File: config.mk
export PLATFORM = sky130hd
export DESIGN_NAME = sd_spi_sector_transfer_top
export DESIGN_NICKNAME = d
export VERILOG_FILES = /design/src/rtl/sdspi_pkg.sv /design/src/rtl/sdspi_csr.sv /design/src/rtl/sd_spi_sector_transfer_top.sv
export SDC_FILE = /design/constraint.sdc
export NUM_CORES = 1
export LEC_CHECK = 0
export BUFFER_PORTS_ARGS = -buffer_cell sky130_fd_sc_hd__buf_2
export CAP_MARGIN = 10
export CORE_MARGIN = 2
export CORE_UTILIZATION = 45
export CTS_BUF_LIST = sky130_fd_sc_hd__clkbuf_4
export DETAILED_ROUTE_END_ITERATION = 7
export HOLD_SLACK_MARGIN = 0.15
export MAX_ROUTING_LAYER = met4
export PLACE_DENSITY = 0.75
export SLEW_MARGIN = 20
export SYNTH_ARGS = -nofsm -noshare
export SYNTH_HDL_FRONTEND = slang
export SYNTH_HIERARCHICAL = 1
export SYNTH_SLANG_ARGS = --single-unit
File: constraint.sdc
create_clock -name clock -period 4.6 [get_ports clock]
set_input_delay 0.46 -clock clock [delete_from_list [all_inputs] [get_ports clock]]
set_output_delay 0.46 -clock clock [all_outputs]
set_load 0.05 [all_outputs]
File: src/rtl/sdspi_pkg.sv
`timescale 1ns / 1ps
`default_nettype none
// ----------------------------------------------------------------------------
// sdspi_pkg
// Shared types, codes and constants of the SD card SPI-mode sector transfer
// sequencer: request actions, completion status codes, command framing bytes
// and the limit register map.
// ----------------------------------------------------------------------------
package sdspi_pkg;

   // Geometry defaults.
   localparam int SECTOR_BYTES_DEF     = 512;
   localparam int IDLE_CLOCK_BYTES_DEF = 10;

   // Limit register map (word index from the byte address).
   localparam int             CSR_ADDR_W     = 4;
   localparam logic [1:0]     REG_RESP_POLL  = 2'd0;
   localparam logic [1:0]     REG_TOKEN_POLL = 2'd1;
   localparam logic [1:0]     REG_BUSY_POLL  = 2'd2;
   localparam logic [1:0]     REG_INIT_RETRY = 2'd3;

   // Limit reset values.
   localparam logic [7:0]  RESP_POLL_RST  = 8'd19;
   localparam logic [15:0] TOKEN_POLL_RST = 16'd25000;
   localparam logic [15:0] BUSY_POLL_RST  = 16'd65000;
   localparam logic [15:0] INIT_RETRY_RST = 16'd10000;

   // Request actions.
   localparam logic [1:0] ACT_EXCHANGE = 2'd0;
   localparam logic [1:0] ACT_INIT     = 2'd1;
   localparam logic [1:0] ACT_READ     = 2'd2;
   localparam logic [1:0] ACT_WRITE    = 2'd3;

   // Completion status codes.
   localparam logic [2:0] ST_OK             = 3'd0;
   localparam logic [2:0] ST_CMD_REJECTED   = 3'd1;
   localparam logic [2:0] ST_TOKEN_TIMEOUT  = 3'd2;
   localparam logic [2:0] ST_WRITE_REJECTED = 3'd3;
   localparam logic [2:0] ST_BUSY_TIMEOUT   = 3'd4;
   localparam logic [2:0] ST_NOT_IDLE       = 3'd5;
   localparam logic [2:0] ST_INIT_TIMEOUT   = 3'd6;

   // Card command indexes.
   localparam logic [5:0] CMD_GO_IDLE  = 6'd0;
   localparam logic [5:0] CMD_SEND_OP  = 6'd1;
   localparam logic [5:0] CMD_READ_ONE = 6'd17;
   localparam logic [5:0] CMD_WRITE_ONE = 6'd24;

   // Bus bytes.
   localparam logic [7:0] BYTE_IDLE    = 8'hFF;
   localparam logic [7:0] BYTE_TOKEN   = 8'hFE;
   localparam logic [7:0] FRAME_START  = 8'h40;
   localparam logic [7:0] FRAME_CRC    = 8'h95;
   localparam logic [3:0] DRESP_ACCEPT = 4'h5;
   localparam logic [7:0] R1_IDLE      = 8'h01;
   localparam logic [7:0] R1_READY     = 8'h00;
   localparam logic [7:0] BUSY_LEVEL   = 8'h00;

   // Limit register contents handed to the sequencer.
   typedef struct packed {
      logic [7:0]  resp_poll;
      logic [15:0] token_poll;
      logic [15:0] busy_poll;
      logic [15:0] init_retry;
   } sdspi_limits_type;

endpackage
`default_nettype wire

File: src/rtl/sdspi_csr.sv
`timescale 1ns / 1ps
`default_nettype none
// ----------------------------------------------------------------------------
// sdspi_csr
// Limit registers behind a simple APB-style port. Writes land in the access
// phase; reads return the addressed register zero-extended to 32 bits.
// ----------------------------------------------------------------------------
module sdspi_csr
   import sdspi_pkg::*;
(
   input  wire logic                  clock,
   input  wire logic                  reset,
   input  wire logic                  csr_psel,
   input  wire logic                  csr_penable,
   input  wire logic                  csr_pwrite,
   input  wire logic [CSR_ADDR_W-1:0] csr_paddr,
   input  wire logic [31:0]           csr_pwdata,
   output logic [31:0]                csr_prdata,
   output logic                       csr_pready,
   output sdspi_limits_type           limits
);

   sdspi_limits_type limits_ff;
   logic [1:0]       reg_index;
   logic             wr_en;

   assign reg_index  = csr_paddr[CSR_ADDR_W-1:2];
   assign wr_en      = csr_psel && csr_penable && csr_pwrite;
   assign csr_pready = 1'b1;
   assign limits     = limits_ff;

   // Register writes.
   always_ff @(posedge clock) begin
      if (reset) begin
         limits_ff.resp_poll  <= RESP_POLL_RST;
         limits_ff.token_poll <= TOKEN_POLL_RST;
         limits_ff.busy_poll  <= BUSY_POLL_RST;
         limits_ff.init_retry <= INIT_RETRY_RST;
      end else if (wr_en) begin
         unique case (reg_index)
            REG_RESP_POLL:  limits_ff.resp_poll  <= csr_pwdata[7:0];
            REG_TOKEN_POLL: limits_ff.token_poll <= csr_pwdata[15:0];
            REG_BUSY_POLL:  limits_ff.busy_poll  <= csr_pwdata[15:0];
            REG_INIT_RETRY: limits_ff.init_retry <= csr_pwdata[15:0];
            default:        limits_ff.resp_poll  <= limits_ff.resp_poll;
         endcase
      end
   end

   // Read data.
   always_comb begin
      unique case (reg_index)
         REG_RESP_POLL:  csr_prdata = {24'd0, limits_ff.resp_poll};
         REG_TOKEN_POLL: csr_prdata = {16'd0, limits_ff.token_poll};
         REG_BUSY_POLL:  csr_prdata = {16'd0, limits_ff.busy_poll};
         REG_INIT_RETRY: csr_prdata = {16'd0, limits_ff.init_retry};
         default:        csr_prdata = 32'd0;
      endcase
   end

endmodule
`default_nettype wire

File: src/rtl/sd_spi_sector_transfer_top.sv
`timescale 1ns / 1ps
`default_nettype none
// A request accepted at a clock edge has its response valid right after that edge,
// held in the output register until taken. Throughput: one request per cycle
// while no untaken response holds req_ready low; the sequencer state updates
// in one pass. Reset (synchronous, active high) returns the sequencer to idle,
// clears its counters and loads the limit registers with their default values.
// ----------------------------------------------------------------------------
// sd_spi_sector_transfer_top
// SD card SPI-mode sequencer for card init, single-block read and
// single-block write. Each request reports one finished byte exchange or
// starts a transaction; each response names the next exchange.
// ----------------------------------------------------------------------------
module sd_spi_sector_transfer_top
   import sdspi_pkg::*;
#(
   parameter int SECTOR_BYTES     = SECTOR_BYTES_DEF,
   parameter int IDLE_CLOCK_BYTES = IDLE_CLOCK_BYTES_DEF
) (
   input  wire logic                  clock,
   input  wire logic                  reset,
   // Request channel.
   input  wire logic                  req_valid,
   output logic                       req_ready,
   input  wire logic [1:0]            req_action,
   input  wire logic [31:0]           req_sector,
   input  wire logic [7:0]            req_rx_byte,
   input  wire logic [7:0]            req_data_byte,
   // Response channel.
   output logic                       rsp_valid,
   input  wire logic                  rsp_ready,
   output logic                       rsp_tx_valid,
   output logic [7:0]                 rsp_tx_byte,
   output logic                       rsp_chip_select_n,
   output logic                       rsp_read_valid,
   output logic [7:0]                 rsp_read_byte,
   output logic                       rsp_done_res,
   output logic [2:0]                 rsp_status,
   // Limit register port.
   input  wire logic                  csr_psel,
   input  wire logic                  csr_penable,
   input  wire logic                  csr_pwrite,
   input  wire logic [CSR_ADDR_W-1:0] csr_paddr,
   input  wire logic [31:0]           csr_pwdata,
   output logic [31:0]                csr_prdata,
   output logic                       csr_pready
);

   localparam int CNT_MAX = (SECTOR_BYTES > IDLE_CLOCK_BYTES + 1) ?
                            SECTOR_BYTES : IDLE_CLOCK_BYTES + 1;
   localparam int CNT_W   = $clog2(CNT_MAX + 1);

   typedef enum logic [3:0] {
      PH_IDLE, PH_PRECLK, PH_CMD, PH_RESP, PH_TOKPOLL, PH_RDATA, PH_RCRC,
      PH_WTOKEN, PH_WDATA, PH_WCRC, PH_WDRESP, PH_WBUSY, PH_DES_RETRY, PH_DESEL
   } phase_type;

   sdspi_limits_type limits;

   sdspi_csr u_csr (
      .clock       (clock),
      .reset       (reset),
      .csr_psel    (csr_psel),
      .csr_penable (csr_penable),
      .csr_pwrite  (csr_pwrite),
      .csr_paddr   (csr_paddr),
      .csr_pwdata  (csr_pwdata),
      .csr_prdata  (csr_prdata),
      .csr_pready  (csr_pready),
      .limits      (limits)
   );

   // Sequencer state.
   phase_type        phase_ff,  phase_in;
   logic [2:0]       desel_status_ff, desel_status_in;
   logic [31:0]      byte_address_ff, byte_address_in;
   logic [5:0]       command_code_ff, command_code_in;
   logic [CNT_W-1:0] byte_counter_ff, byte_counter_in;
   logic [15:0]      poll_counter_ff, poll_counter_in;
   logic [15:0]      retry_counter_ff, retry_counter_in;

   // Response register.
   logic             rsp_valid_ff;
   logic             tx_valid_ff, tx_valid_in;
   logic [7:0]       tx_byte_ff, tx_byte_in;
   logic             csn_ff, csn_in;
   logic             read_valid_ff, read_valid_in;
   logic [7:0]       read_byte_ff, read_byte_in;
   logic             done_ff, done_in;
   logic [2:0]       status_ff, status_in;

   logic             accept;
   logic [CNT_W-1:0] cnt_inc;
   logic [15:0]      poll_inc;
   logic [15:0]      resp_lim, token_lim, busy_lim;

   // A zero limit acts as a limit of one.
   function automatic logic [15:0] eff_limit(input logic [15:0] lim);
      eff_limit = (lim == 16'd0) ? 16'd1 : lim;
   endfunction

   // Byte k of a command frame: start byte, four address bytes, CRC.
   function automatic logic [7:0] frame_byte(input logic [2:0]  k,
                                             input logic [5:0]  cmd,
                                             input logic [31:0] addr);
      logic [7:0] b;
      b = FRAME_CRC;
      unique case (k)
         3'd0:    b = FRAME_START | {2'b00, cmd};
         3'd1:    b = addr[31:24];
         3'd2:    b = addr[23:16];
         3'd3:    b = addr[15:8];
         3'd4:    b = addr[7:0];
         default: b = FRAME_CRC;
      endcase
      return b;
   endfunction

   assign accept    = req_valid && req_ready;
   assign req_ready = !rsp_valid_ff || rsp_ready;
   assign cnt_inc   = byte_counter_ff + 1'b1;
   assign poll_inc  = poll_counter_ff + 16'd1;
   assign resp_lim  = eff_limit({8'd0, limits.resp_poll});
   assign token_lim = eff_limit(limits.token_poll);
   assign busy_lim  = eff_limit(limits.busy_poll);

   // Next state and response for the request at the input.
   always_comb begin
      phase_in         = phase_ff;
      desel_status_in  = desel_status_ff;
      byte_address_in  = byte_address_ff;
      command_code_in  = command_code_ff;
      byte_counter_in  = byte_counter_ff;
      poll_counter_in  = poll_counter_ff;
      retry_counter_in = retry_counter_ff;
      tx_valid_in      = 1'b0;
      tx_byte_in       = BYTE_IDLE;
      csn_in           = 1'b1;
      read_valid_in    = 1'b0;
      read_byte_in     = 8'd0;
      done_in          = 1'b0;
      status_in        = ST_OK;

      unique case (req_action)
         ACT_INIT: begin
            phase_in        = PH_PRECLK;
            byte_counter_in = '0;
            tx_valid_in     = 1'b1;
            csn_in          = 1'b1;
         end
         ACT_READ, ACT_WRITE: begin
            command_code_in = (req_action == ACT_READ) ? CMD_READ_ONE : CMD_WRITE_ONE;
            // Byte address of the sector, 512 bytes each.
            byte_address_in = {req_sector[22:0], 9'd0};
            phase_in        = PH_CMD;
            byte_counter_in = '0;
            tx_valid_in     = 1'b1;
            tx_byte_in      = frame_byte(3'd0, command_code_in, byte_address_in);
            csn_in          = 1'b0;
         end
         default: begin
            unique case (phase_ff)
               // Idle clocks with the card deselected, then CMD0.
               PH_PRECLK: begin
                  byte_counter_in = cnt_inc;
                  tx_valid_in     = 1'b1;
                  if (cnt_inc < CNT_W'(IDLE_CLOCK_BYTES + 1)) begin
                     csn_in = 1'b1;
                  end else begin
                     command_code_in = CMD_GO_IDLE;
                     byte_address_in = 32'd0;
                     phase_in        = PH_CMD;
                     byte_counter_in = '0;
                     tx_byte_in      = frame_byte(3'd0, CMD_GO_IDLE, 32'd0);
                     csn_in          = 1'b0;
                  end
               end
               // Remaining command frame bytes, then response polling.
               PH_CMD: begin
                  byte_counter_in = cnt_inc;
                  tx_valid_in     = 1'b1;
                  csn_in          = 1'b0;
                  if (cnt_inc < CNT_W'(6)) begin
                     tx_byte_in = frame_byte(cnt_inc[2:0], command_code_ff,
                                             byte_address_ff);
                  end else begin
                     phase_in        = PH_RESP;
                     poll_counter_in = 16'd0;
                  end
               end
               // Poll for the command response and act on it.
               PH_RESP: begin
                  poll_counter_in = poll_inc;
                  tx_valid_in     = 1'b1;
                  if (req_rx_byte != BYTE_IDLE || poll_inc >= resp_lim) begin
                     csn_in = 1'b1;
                     if (command_code_ff == CMD_GO_IDLE) begin
                        if (req_rx_byte == R1_IDLE) begin
                           retry_counter_in = limits.init_retry;
                           command_code_in  = CMD_SEND_OP;
                           phase_in         = PH_DES_RETRY;
                        end else begin
                           phase_in        = PH_DESEL;
                           desel_status_in = ST_NOT_IDLE;
                        end
                     end else if (command_code_ff == CMD_SEND_OP) begin
                        if (req_rx_byte == R1_READY) begin
                           phase_in        = PH_DESEL;
                           desel_status_in = ST_OK;
                        end else if (retry_counter_ff <= 16'd1) begin
                           phase_in        = PH_DESEL;
                           desel_status_in = ST_INIT_TIMEOUT;
                        end else begin
                           retry_counter_in = retry_counter_ff - 16'd1;
                           phase_in         = PH_DES_RETRY;
                        end
                     end else if (req_rx_byte != R1_READY) begin
                        phase_in        = PH_DESEL;
                        desel_status_in = ST_CMD_REJECTED;
                     end else if (command_code_ff == CMD_WRITE_ONE) begin
                        phase_in   = PH_WTOKEN;
                        tx_byte_in = BYTE_TOKEN;
                        csn_in     = 1'b0;
                     end else begin
                        phase_in        = PH_TOKPOLL;
                        poll_counter_in = 16'd0;
                        csn_in          = 1'b0;
                     end
                  end else begin
                     csn_in = 1'b0;
                  end
               end
               // Wait for the read data start token.
               PH_TOKPOLL: begin
                  poll_counter_in = poll_inc;
                  tx_valid_in     = 1'b1;
                  csn_in          = 1'b0;
                  if (req_rx_byte == BYTE_TOKEN) begin
                     phase_in        = PH_RDATA;
                     byte_counter_in = '0;
                  end else if (poll_inc >= token_lim) begin
                     phase_in        = PH_DESEL;
                     desel_status_in = ST_TOKEN_TIMEOUT;
                     csn_in          = 1'b1;
                  end
               end
               // Sector data bytes arrive.
               PH_RDATA: begin
                  read_valid_in   = 1'b1;
                  read_byte_in    = req_rx_byte;
                  byte_counter_in = cnt_inc;
                  if (cnt_inc >= CNT_W'(SECTOR_BYTES)) begin
                     phase_in        = PH_RCRC;
                     byte_counter_in = '0;
                  end
                  tx_valid_in = 1'b1;
                  csn_in      = 1'b0;
               end
               // Skip the two CRC bytes.
               PH_RCRC: begin
                  byte_counter_in = cnt_inc;
                  tx_valid_in     = 1'b1;
                  if (cnt_inc >= CNT_W'(2)) begin
                     phase_in        = PH_DESEL;
                     desel_status_in = ST_OK;
                     csn_in          = 1'b1;
                  end else begin
                     csn_in = 1'b0;
                  end
               end
               PH_WTOKEN: begin
                  phase_in        = PH_WDATA;
                  byte_counter_in = '0;
                  tx_valid_in     = 1'b1;
                  tx_byte_in      = req_data_byte;
                  csn_in          = 1'b0;
               end
               // Send the sector data, then the dummy CRC.
               PH_WDATA: begin
                  byte_counter_in = cnt_inc;
                  tx_valid_in     = 1'b1;
                  csn_in          = 1'b0;
                  if (cnt_inc < CNT_W'(SECTOR_BYTES)) begin
                     tx_byte_in = req_data_byte;
                  end else begin
                     phase_in        = PH_WCRC;
                     byte_counter_in = '0;
                  end
               end
               PH_WCRC: begin
                  byte_counter_in = cnt_inc;
                  if (cnt_inc >= CNT_W'(2)) begin
                     phase_in = PH_WDRESP;
                  end
                  tx_valid_in = 1'b1;
                  csn_in      = 1'b0;
               end
               // Check the data response token.
               PH_WDRESP: begin
                  tx_valid_in = 1'b1;
                  if (req_rx_byte[3:0] == DRESP_ACCEPT) begin
                     phase_in        = PH_WBUSY;
                     poll_counter_in = 16'd0;
                     csn_in          = 1'b0;
                  end else begin
                     phase_in        = PH_DESEL;
                     desel_status_in = ST_WRITE_REJECTED;
                     csn_in          = 1'b1;
                  end
               end
               // Wait while the card holds the line low.
               PH_WBUSY: begin
                  poll_counter_in = poll_inc;
                  tx_valid_in     = 1'b1;
                  if (req_rx_byte != BUSY_LEVEL) begin
                     phase_in        = PH_DESEL;
                     desel_status_in = ST_OK;
                     csn_in          = 1'b1;
                  end else if (poll_inc >= busy_lim) begin
                     phase_in        = PH_DESEL;
                     desel_status_in = ST_BUSY_TIMEOUT;
                     csn_in          = 1'b1;
                  end else begin
                     csn_in = 1'b0;
                  end
               end
               // Deselect byte done, resend the init command.
               PH_DES_RETRY: begin
                  phase_in        = PH_CMD;
                  byte_counter_in = '0;
                  tx_valid_in     = 1'b1;
                  tx_byte_in      = frame_byte(3'd0, command_code_ff, byte_address_ff);
                  csn_in          = 1'b0;
               end
               // Final deselect byte done: report completion.
               PH_DESEL: begin
                  done_in   = 1'b1;
                  status_in = desel_status_ff;
                  phase_in  = PH_IDLE;
               end
               default: begin
                  phase_in = PH_IDLE;
               end
            endcase
         end
      endcase
   end

   // State and response registers.
   always_ff @(posedge clock) begin
      if (reset) begin
         phase_ff         <= PH_IDLE;
         desel_status_ff  <= ST_OK;
         byte_address_ff  <= 32'd0;
         command_code_ff  <= CMD_GO_IDLE;
         byte_counter_ff  <= '0;
         poll_counter_ff  <= 16'd0;
         retry_counter_ff <= 16'd0;
         rsp_valid_ff     <= 1'b0;
      end else begin
         if (accept) begin
            phase_ff         <= phase_in;
            desel_status_ff  <= desel_status_in;
            byte_address_ff  <= byte_address_in;
            command_code_ff  <= command_code_in;
            byte_counter_ff  <= byte_counter_in;
            poll_counter_ff  <= poll_counter_in;
            retry_counter_ff <= retry_counter_in;
            rsp_valid_ff     <= 1'b1;
         end else if (rsp_ready) begin
            rsp_valid_ff <= 1'b0;
         end
      end
      if (accept) begin
         tx_valid_ff   <= tx_valid_in;
         tx_byte_ff    <= tx_byte_in;
         csn_ff        <= csn_in;
         read_valid_ff <= read_valid_in;
         read_byte_ff  <= read_byte_in;
         done_ff       <= done_in;
         status_ff     <= status_in;
      end
   end

   assign rsp_valid         = rsp_valid_ff;
   assign rsp_tx_valid      = tx_valid_ff;
   assign rsp_tx_byte       = tx_byte_ff;
   assign rsp_chip_select_n = csn_ff;
   assign rsp_read_valid    = read_valid_ff;
   assign rsp_read_byte     = read_byte_ff;
   assign rsp_done_res      = done_ff;
   assign rsp_status        = status_ff;

   // A finished transaction asks for no further exchange.
   a_done_no_tx: assert property (@(posedge clock) disable iff (reset)
      rsp_valid_ff && done_ff |-> !tx_valid_ff)
      else $error("completion response also requests an exchange");

   // Read data is only reported while the card stays selected.
   a_read_selected: assert property (@(posedge clock) disable iff (reset)
      rsp_valid_ff && read_valid_ff |-> tx_valid_ff && !csn_ff)
      else $error("read data reported outside a selected exchange");

   // No exchange means an idle, deselected bus byte.
   a_idle_fields: assert property (@(posedge clock) disable iff (reset)
      rsp_valid_ff && !tx_valid_ff |-> tx_byte_ff == BYTE_IDLE && csn_ff)
      else $error("unused exchange fields not at idle values");

   // A nonzero status only comes with completion.
   a_status_done: assert property (@(posedge clock) disable iff (reset)
      rsp_valid_ff && status_ff != ST_OK |-> done_ff)
      else $error("status reported without completion");

   // Every accepted request leaves a response in the output register.
   a_accept_rsp: assert property (@(posedge clock) disable iff (reset)
      accept |=> rsp_valid_ff)
      else $error("accepted request produced no response");

endmodule
`default_nettype wire
=== Word level (Yosys, flattened, before mapping) ===
Cells that the tools add are included.

* Equality and inequality tests: 58
* Order comparisons: 9
* Add/sub/neg operators: 3
* Mux-type cells: 97
* Bitwise gates (word level): 4
* Reduce and logical (&&, ||, !) cells: 41

{| class="wikitable"
|+ Operators with widths
! kind !! count
|-
| 2-to-1 mux 16 bit || 14
|-
| one-hot mux 32 bit (4 select lines) || 1
|-
| 2-to-1 mux 32 bit || 2
|-
| one-hot mux 16 bit (4 select lines) || 1
|-
| one-hot mux 32 bit (2 select lines) || 1
|-
| 2-to-1 mux 4 bit || 15
|-
| one-hot mux 10 bit (6 select lines) || 1
|-
| 2-to-1 mux 10 bit || 5
|-
| one-hot mux 4 bit (12 select lines) || 1
|-
| one-hot mux 8 bit (6 select lines) || 1
|-
| 2-to-1 mux 3 bit || 14
|-
| one-hot mux 8 bit (5 select lines) || 1
|-
| greater-or-equal comparator 16 bit || 2
|-
| zero test 16 bit || 2
|-
| 2-to-1 mux 8 bit || 4
|-
| != test 4 bit, second input constant || 8
|-
| == test 4 bit, second input constant || 6
|-
| 2-to-1 mux 1 bit || 24
|-
| 2-to-1 mux 6 bit || 4
|-
| one-hot mux 6 bit (2 select lines) || 2
|-
| != test 3 bit, second input constant || 7
|-
| == test 4 x 3 -> 1 bit, second input constant || 5
|-
| != test 2 bit, second input constant || 9
|-
| adder 16 x 1 -> 16 bit, second input constant || 1
|-
| 56 further kinds || 81
|}

* Output and inout port bits: 58
* Bits in registers: 167
* Bits of input ports: 93
* Word-level logic and storage cells: 231

=== Logic depth before layout (Yosys ltp) ===
* Word-level depth: 8
* Mapped depth: 14
* Depth with buffers taken out: 14

=== Hierarchy ===
The synthesis kept the hierarchy.

{| class="wikitable"
|+ Modules (own cells, without submodules)
! module !! instances !! cells an instance !! seq. area each (µm²) !! area an instance (µm²)
|-
| sd_spi_sector_transfer_top || 1 || 889 || 2,212.1 || 7,069.3
|-
| sdspi_csr || 1 || 270 || 1,121.1 || 2,772.7
|}

=== Worst setup path after synthesis ===
Ideal clock, no wire load.

* Path type: reg-to-reg
* From: register poll_counter_ff[0]
* To: register csn_ff, in the netlist rsp_chip_select_n (data pin)
* Clock period less this slack: 3,584 ps
* Arrival time: 3,324 ps
* Cell stages (with the launch flop): 13
* Buffers on the path: 0
* Data required time: 4,339 ps
* Library setup time: 261 ps
* Slack: 1,016 ps
* Cells stage by stage: dfxtp_1 -> ha_1 -> nand4_1 -> nor3_1 -> and3_1 -> xor2_1 -> ha_1 -> nand3_1 -> nand2_1 -> a2111oi_0 -> nor2_1 -> a2111o_1 -> o32a_1

* Word-level cells in the longest chain between the ends: 6
* Elaborated cells between the ends (all ways): 12
* Classes of those cells: add/sub: 1; order compare: 3; mux: 7; reduce/logical: 1

{| class="wikitable"
|+ RTL lines
! element !! line !! RTL
|-
| start: declaration || sd_spi_sector_transfer_top.sv:79 || <nowiki>logic [15:0] poll_counter_ff, poll_counter_in;</nowiki>
|-
| start signal: assignment || sd_spi_sector_transfer_top.sv:367 || <nowiki>poll_counter_ff <= poll_counter_in;</nowiki>
|-
| adder 16 x 1 -> 16 bit * || sd_spi_sector_transfer_top.sv:122 || <nowiki>assign poll_inc = poll_counter_ff + 16'd1;</nowiki>
|-
| greater-or-equal comparator 16 bit (tied with other cells) || sd_spi_sector_transfer_top.sv:319 || <nowiki>end else if (poll_inc >= busy_lim) begin</nowiki>
|-
| 2-to-1 mux 1 bit (tied with other cells) || sd_spi_sector_transfer_top.sv:319 ||
|-
| 2-to-1 mux 1 bit, on equally long branches || sd_spi_sector_transfer_top.sv:315, sd_spi_sector_transfer_top.sv:195, sd_spi_sector_transfer_top.sv:238 ||
|-
| one-hot mux 1 bit (7 select lines) * || sd_spi_sector_transfer_top.sv:162 || <nowiki>unique case (phase_ff)</nowiki>
|-
| one-hot mux 1 bit (2 select lines) * || sd_spi_sector_transfer_top.sv:144 || <nowiki>unique case (req_action)</nowiki>
|-
| net csn_in || sd_spi_sector_transfer_top.sv:86 || <nowiki>logic csn_ff, csn_in;</nowiki>
|-
| end signal: assignment || sd_spi_sector_transfer_top.sv:377 || <nowiki>csn_ff <= csn_in;</nowiki>
|-
| end: declaration || sd_spi_sector_transfer_top.sv:86 ||
|}

The timed path passes the listed nets; every way through them passes the cells marked *.
A chain may end at the register's enable or synchronous reset.

=== Worst setup path in the final report ===
* From: register poll_counter_ff[0]
* To: register phase_ff[0]

* Word-level cells in the longest chain between the ends: 5
* Elaborated cells between the ends (all ways): 9
* Classes of those cells: add/sub: 1; order compare: 3; eq/ne: 3; reduce/logical: 2

{| class="wikitable"
|+ RTL lines
! element !! line !! RTL
|-
| adder 16 x 1 -> 16 bit * || sd_spi_sector_transfer_top.sv:122 ||
|-
| greater-or-equal comparator 16 x 8 -> 1 bit || sd_spi_sector_transfer_top.sv:195 || <nowiki>if (req_rx_byte != BYTE_IDLE || poll_inc >= resp_lim) begin</nowiki>
|-
| logical OR 1 bit || sd_spi_sector_transfer_top.sv:195 ||
|-
| != test 4 bit (no source line) || -- ||
|-
| AND reduction 10 bit (no source line) * || -- ||
|-
| end signal: assignment || sd_spi_sector_transfer_top.sv:362 || <nowiki>phase_ff <= phase_in;</nowiki>
|-
| end: declaration || sd_spi_sector_transfer_top.sv:74 || <nowiki>phase_type phase_ff, phase_in;</nowiki>
|}

Mark *: on every way between the ends. The rest lies on a longest branch, timed or not.

==> results.sh <==
export IMPL_root_buffer="clkbuf_4"
export IMPL_reg2reg_to="phase_ff[0]"
export IMPL_min_period_ns=4.26
export IMPL_wl_mm=27.5
export IMPL_cp_start_kind="flop"
export IMPL_dp_cells=1492
export IMPL_gr_usage_all_layers=0.237
export IMPL_critPathMaxStageDelay_ns=0.54
export IMPL_grt_max_degree=103
export IMPL_htree_levels=4
export IMPL_vias=9191
export IMPL_rr_worst_depth=13
export IMPL_crit_slowest_cell="dfxtp_1"
export IMPL_synthArstFlopShare=0
export IMPL_synthesis_area_um2=9840
export IMPL_grt_pass1_wl_mm=43.8
export IMPL_clock_latency_ns=0.63
export IMPL_grt_antenna_before_repair=1
export IMPL_yosys_area_top_type_share=0.268
export IMPL_end_kind="flop"
export IMPL_status="completed"
export IMPL_num_rows=54
export IMPL_utilization=0.519
export IMPL_ys_flop_type="dfxtp_1"
export IMPL_hold_class="input pin to flop"
export IMPL_cts_num_sinks=155
export IMPL_numCtsBuffers=17
export IMPL_maxSlewHeadroom=0.420
export IMPL_arrival_ns=4.79
export IMPL_core_area_um2=21600
export IMPL_fin_area_um2=11200
export IMPL_dieArea_um2=23100
export IMPL_crit_family="compound AO/OA/AOI/OAI gates"
export IMPL_routabilityCongestion=0.926
export IMPL_chipHeight_um=152
export IMPL_postCtsSetupBuffers=0
export IMPL_drc_errors=0
export IMPL_power_density_nw_per_um2=248
export IMPL_synthTopCellsByArea="dfxtp_1 27%, edfxtp_1 7.0%, ha_1 6.6%"
export IMPL_yosysSeqAreaShare=0.339
export IMPL_synth_cells=1159
export IMPL_critPathBufInv=0
export IMPL_path_max_fanout=8
export IMPL_start_util=0.455
export IMPL_path_class="flop to flop"
export IMPL_drt_vias_per_instance=5.87
export IMPL_cts_tree="built"
export IMPL_clk_pin_slew_ns=0.18
export IMPL_drt_wirelength_per_cell_um=17.5
export IMPL_fin_cells=1567
export IMPL_final_nets=1418
export IMPL_dieWidth_um=152
export IMPL_r2r_slack_ns=0.34
export IMPL_yosys_area_top_type="dfxtp_1"
export IMPL_ios=151
export IMPL_critPathRequiredTime_ns=5.13
export IMPL_placedInstanceArea_um2=10500
export IMPL_layout_drive_gt1_share=0.158
export IMPL_setup_viol=0
export IMPL_yosysUniqueCellTypes=82
export IMPL_area_delta_synth_final_pct=14.0
export IMPL_min_delay_worst_endpoint="rsp_read_byte[3]"
export IMPL_worstMarginPinSlew_ns=0.869
export IMPL_vdd_ir_drop_max_uv=160
export IMPL_report_final_hold_viol_count=0
export IMPL_cts_buffer_depth=2
export IMPL_rsz0062_at_grt="no"
export IMPL_dp_hpwl_mm=19.6
export IMPL_drt_iter0_markers=1016
export IMPL_first_pass_iters=7
export IMPL_finalSetupTns_ns=0
export IMPL_hold_depth=2
export IMPL_min_from="req_rx_byte[3]"
export IMPL_gr_total_overflow=0
export IMPL_fin_skew_ns=0.0383
export IMPL_grt_pass1_vias=8507
export IMPL_fmax_mhz=235
export IMPL_synth_edf_count=23
export IMPL_fin_crit_sh=0.926
export IMPL_leakagePower_uw=0.00474
export IMPL_reg2reg_from="poll_counter_ff[0]"
export IMPL_syn_mean_instance_area_um2=8.49
export IMPL_cap_viol_max_count=0
export IMPL_postRouteAntennaNets=0
export IMPL_crit_chain="ha_1, nand4_1, nor3_1, xor2_1, ha_1, o2111ai_1, a311oi_1, a2111oi_0, a21oi_1, o21ai_0, a211o_1, or4b_1, a21oi_1"
export IMPL_final_max_slew_violation_count=0
export IMPL_ys_ff_latch=155
export IMPL_io_buffers=106
export IMPL_ys_warn_count=6
[how the worst max path moves through the flow]
stage | startpoint | end | slack (ns) | cells past startpoint
2_1_floorplan | poll_counter_ff[0] | rsp_chip_select_n | 1.02 | 12
3_3_place_gp | poll_counter_ff[0] | phase_ff[0] | 0.54 | 13
3_5_place_dp | poll_counter_ff[0] | phase_ff[0] | 0.46 | 13
4_1_cts | poll_counter_ff[0] | phase_ff[0] | 0.40 | 13
5_1_grt | poll_counter_ff[0] | phase_ff[2] | 0.002 | 13
6_report | poll_counter_ff[0] | phase_ff[0] | 0.34 | 13
[Yosys cell counts (6+ instances only)]
| library cell | instances |
|---|---|
| dfxtp_1 | 132 |
| a22oi_1 | 53 |
| mux2_2 | 9 |
| nand3_1 | 27 |
| xnor2_1 | 8 |
| nand2b_1 | 53 |
| nor3_1 | 29 |
| nor4_1 | 16 |
| a2111oi_0 | 8 |
| a22o_1 | 16 |
| clkbuf_1 | 43 |
| o211ai_1 | 8 |
| edfxtp_1 | 23 |
| a21o_1 | 7 |
| inv_1 | 64 |
| a21oi_1 | 43 |
| mux4_2 | 8 |
| buf_2 | 14 |
| ha_1 | 52 |
| buf_4 | 18 |
| xor2_1 | 8 |
| mux2i_1 | 60 |
| and2_1 | 15 |
| o21ai_0 | 55 |
| and3_1 | 8 |
| a211oi_1 | 12 |
| nand2_1 | 70 |
| nor2b_1 | 6 |
| a222oi_1 | 7 |
| nor2_1 | 163 |
| nand4_1 | 12 |
| or3_1 | 6 |
[report_power, final]
group / leakage, uW / switching, uW / internal [uW]
registers: 0.00129 / 21.8 / 1410
clock network: 0.000156 / 625 / 253
logic: 0.00329 / 314 / 156
total: 0.00474 / 960 / 1820
[kinds of logic (layout without fill, tap and decap cells)]
kind of cell               count (synthesis)  after routing  synth area share
and+or+nand+nor                          437            437             0.220
muxes                                     77             77            0.0896
adders and majority gates                 52             52            0.0661
DFF                                      155            155             0.339
other                                      2             18          0.000763
buffers and inverters                    146            258            0.0679
AOI/OAI and AO/OA                        274            274             0.203
xor gates and xnor gates                  16             16            0.0142
[sequential cells by signal, summed over array words and instances (netlist names), 3 cells and up]
| name | count |
|---|---|
| rsp_tx_byte | 8 |
| rsp_read_byte | 8 |
| desel_status_ff | 3 |
| poll_counter_ff | 16 |
| rsp_status | 3 |
| phase_ff | 4 |
| u_csr/limits | 56 |
| retry_counter_ff | 16 |
| byte_address_ff | 23 |
| byte_counter_ff | 10 |
| command_code_ff | 3 |
[worst register-to-register path: stages, from the launching register on]
cell and delay (ns):
dfxtp_1 0.54, ha_1 0.31, nand4_1 0.28, nor3_1 0.33
xor2_1 0.41, ha_1 0.24, o2111ai_1 0.11, a311oi_1 0.29
a2111oi_0 0.11, a21oi_1 0.32, o21ai_0 0.20, a211o_1 0.42
or4b_1 0.52, a21oi_1 0.13
[timing repair]
item | in CTS | in global routing
endpoints found under the setup margin | 0 | 1
gates resized for setup | 0 | 1
endpoints found under the hold margin | 70 | 0
hold buffers | 42 | 0
[area by class of cell]
| class | instances | area, um^2 |
|---|---|---|
| clock inverter | 15 | 170 |
| clock buffer | 17 | 128 |
| antenna | 1 | 2.50 |
| timing repair buffer | 162 | 1070 |
| tap | 280 | 350 |
| inverter | 64 | 240 |
| sequential | 155 | 3330 |
| fill | 1974 | 10400 |
| multi-input combinational | 873 | 5920 |
[cell usage in the layout (no fill, tap or decap), types with 7 or more instances in the layout]
cell type / n
a22o_1: 16
edfxtp_1: 23
a211oi_1: 12
o21ai_0: 55
a222oi_1: 7
nand2_1: 70
and2_1: 15
mux2_2: 9
nand4_1: 12
conb_1: 17
xnor2_1: 7
ha_1: 52
a21o_1: 7
buf_2: 105
dfxtp_1: 132
dlygate4sd3_1: 42
xor2_1: 8
a21oi_1: 42
and3_1: 8
o211ai_1: 8
nor4_1: 16
nor2_1: 162
clkbuf_4: 17
inv_1: 64
buf_4: 14
a22oi_1: 53
nor3_1: 28
nand2b_1: 53
mux4_2: 8
nand3_1: 27
a2111oi_0: 8
mux2i_1: 60
[through the flow]
step	power (uW)	setup slack [ns]	hold slack [ns]
after floorplan	1780	1.02	0.452
after global placement	1880	0.540	0.470
after detailed placement	1890	0.456	0.484
after CTS	2780	0.403	0.153
after global routing	2870	0.00248	0.168
final	2780	0.338	0.172
[routing by layer]
metal	global-route usage	wire length, um	vias to the layer above
met4	0.0779	671	0
li1	-	-	4409
met5	-	0	-
met3	0.0382	1750	58
met2	0.369	12600	356
met1	0.314	12400	4368
(Power assumes the default switching activity.)
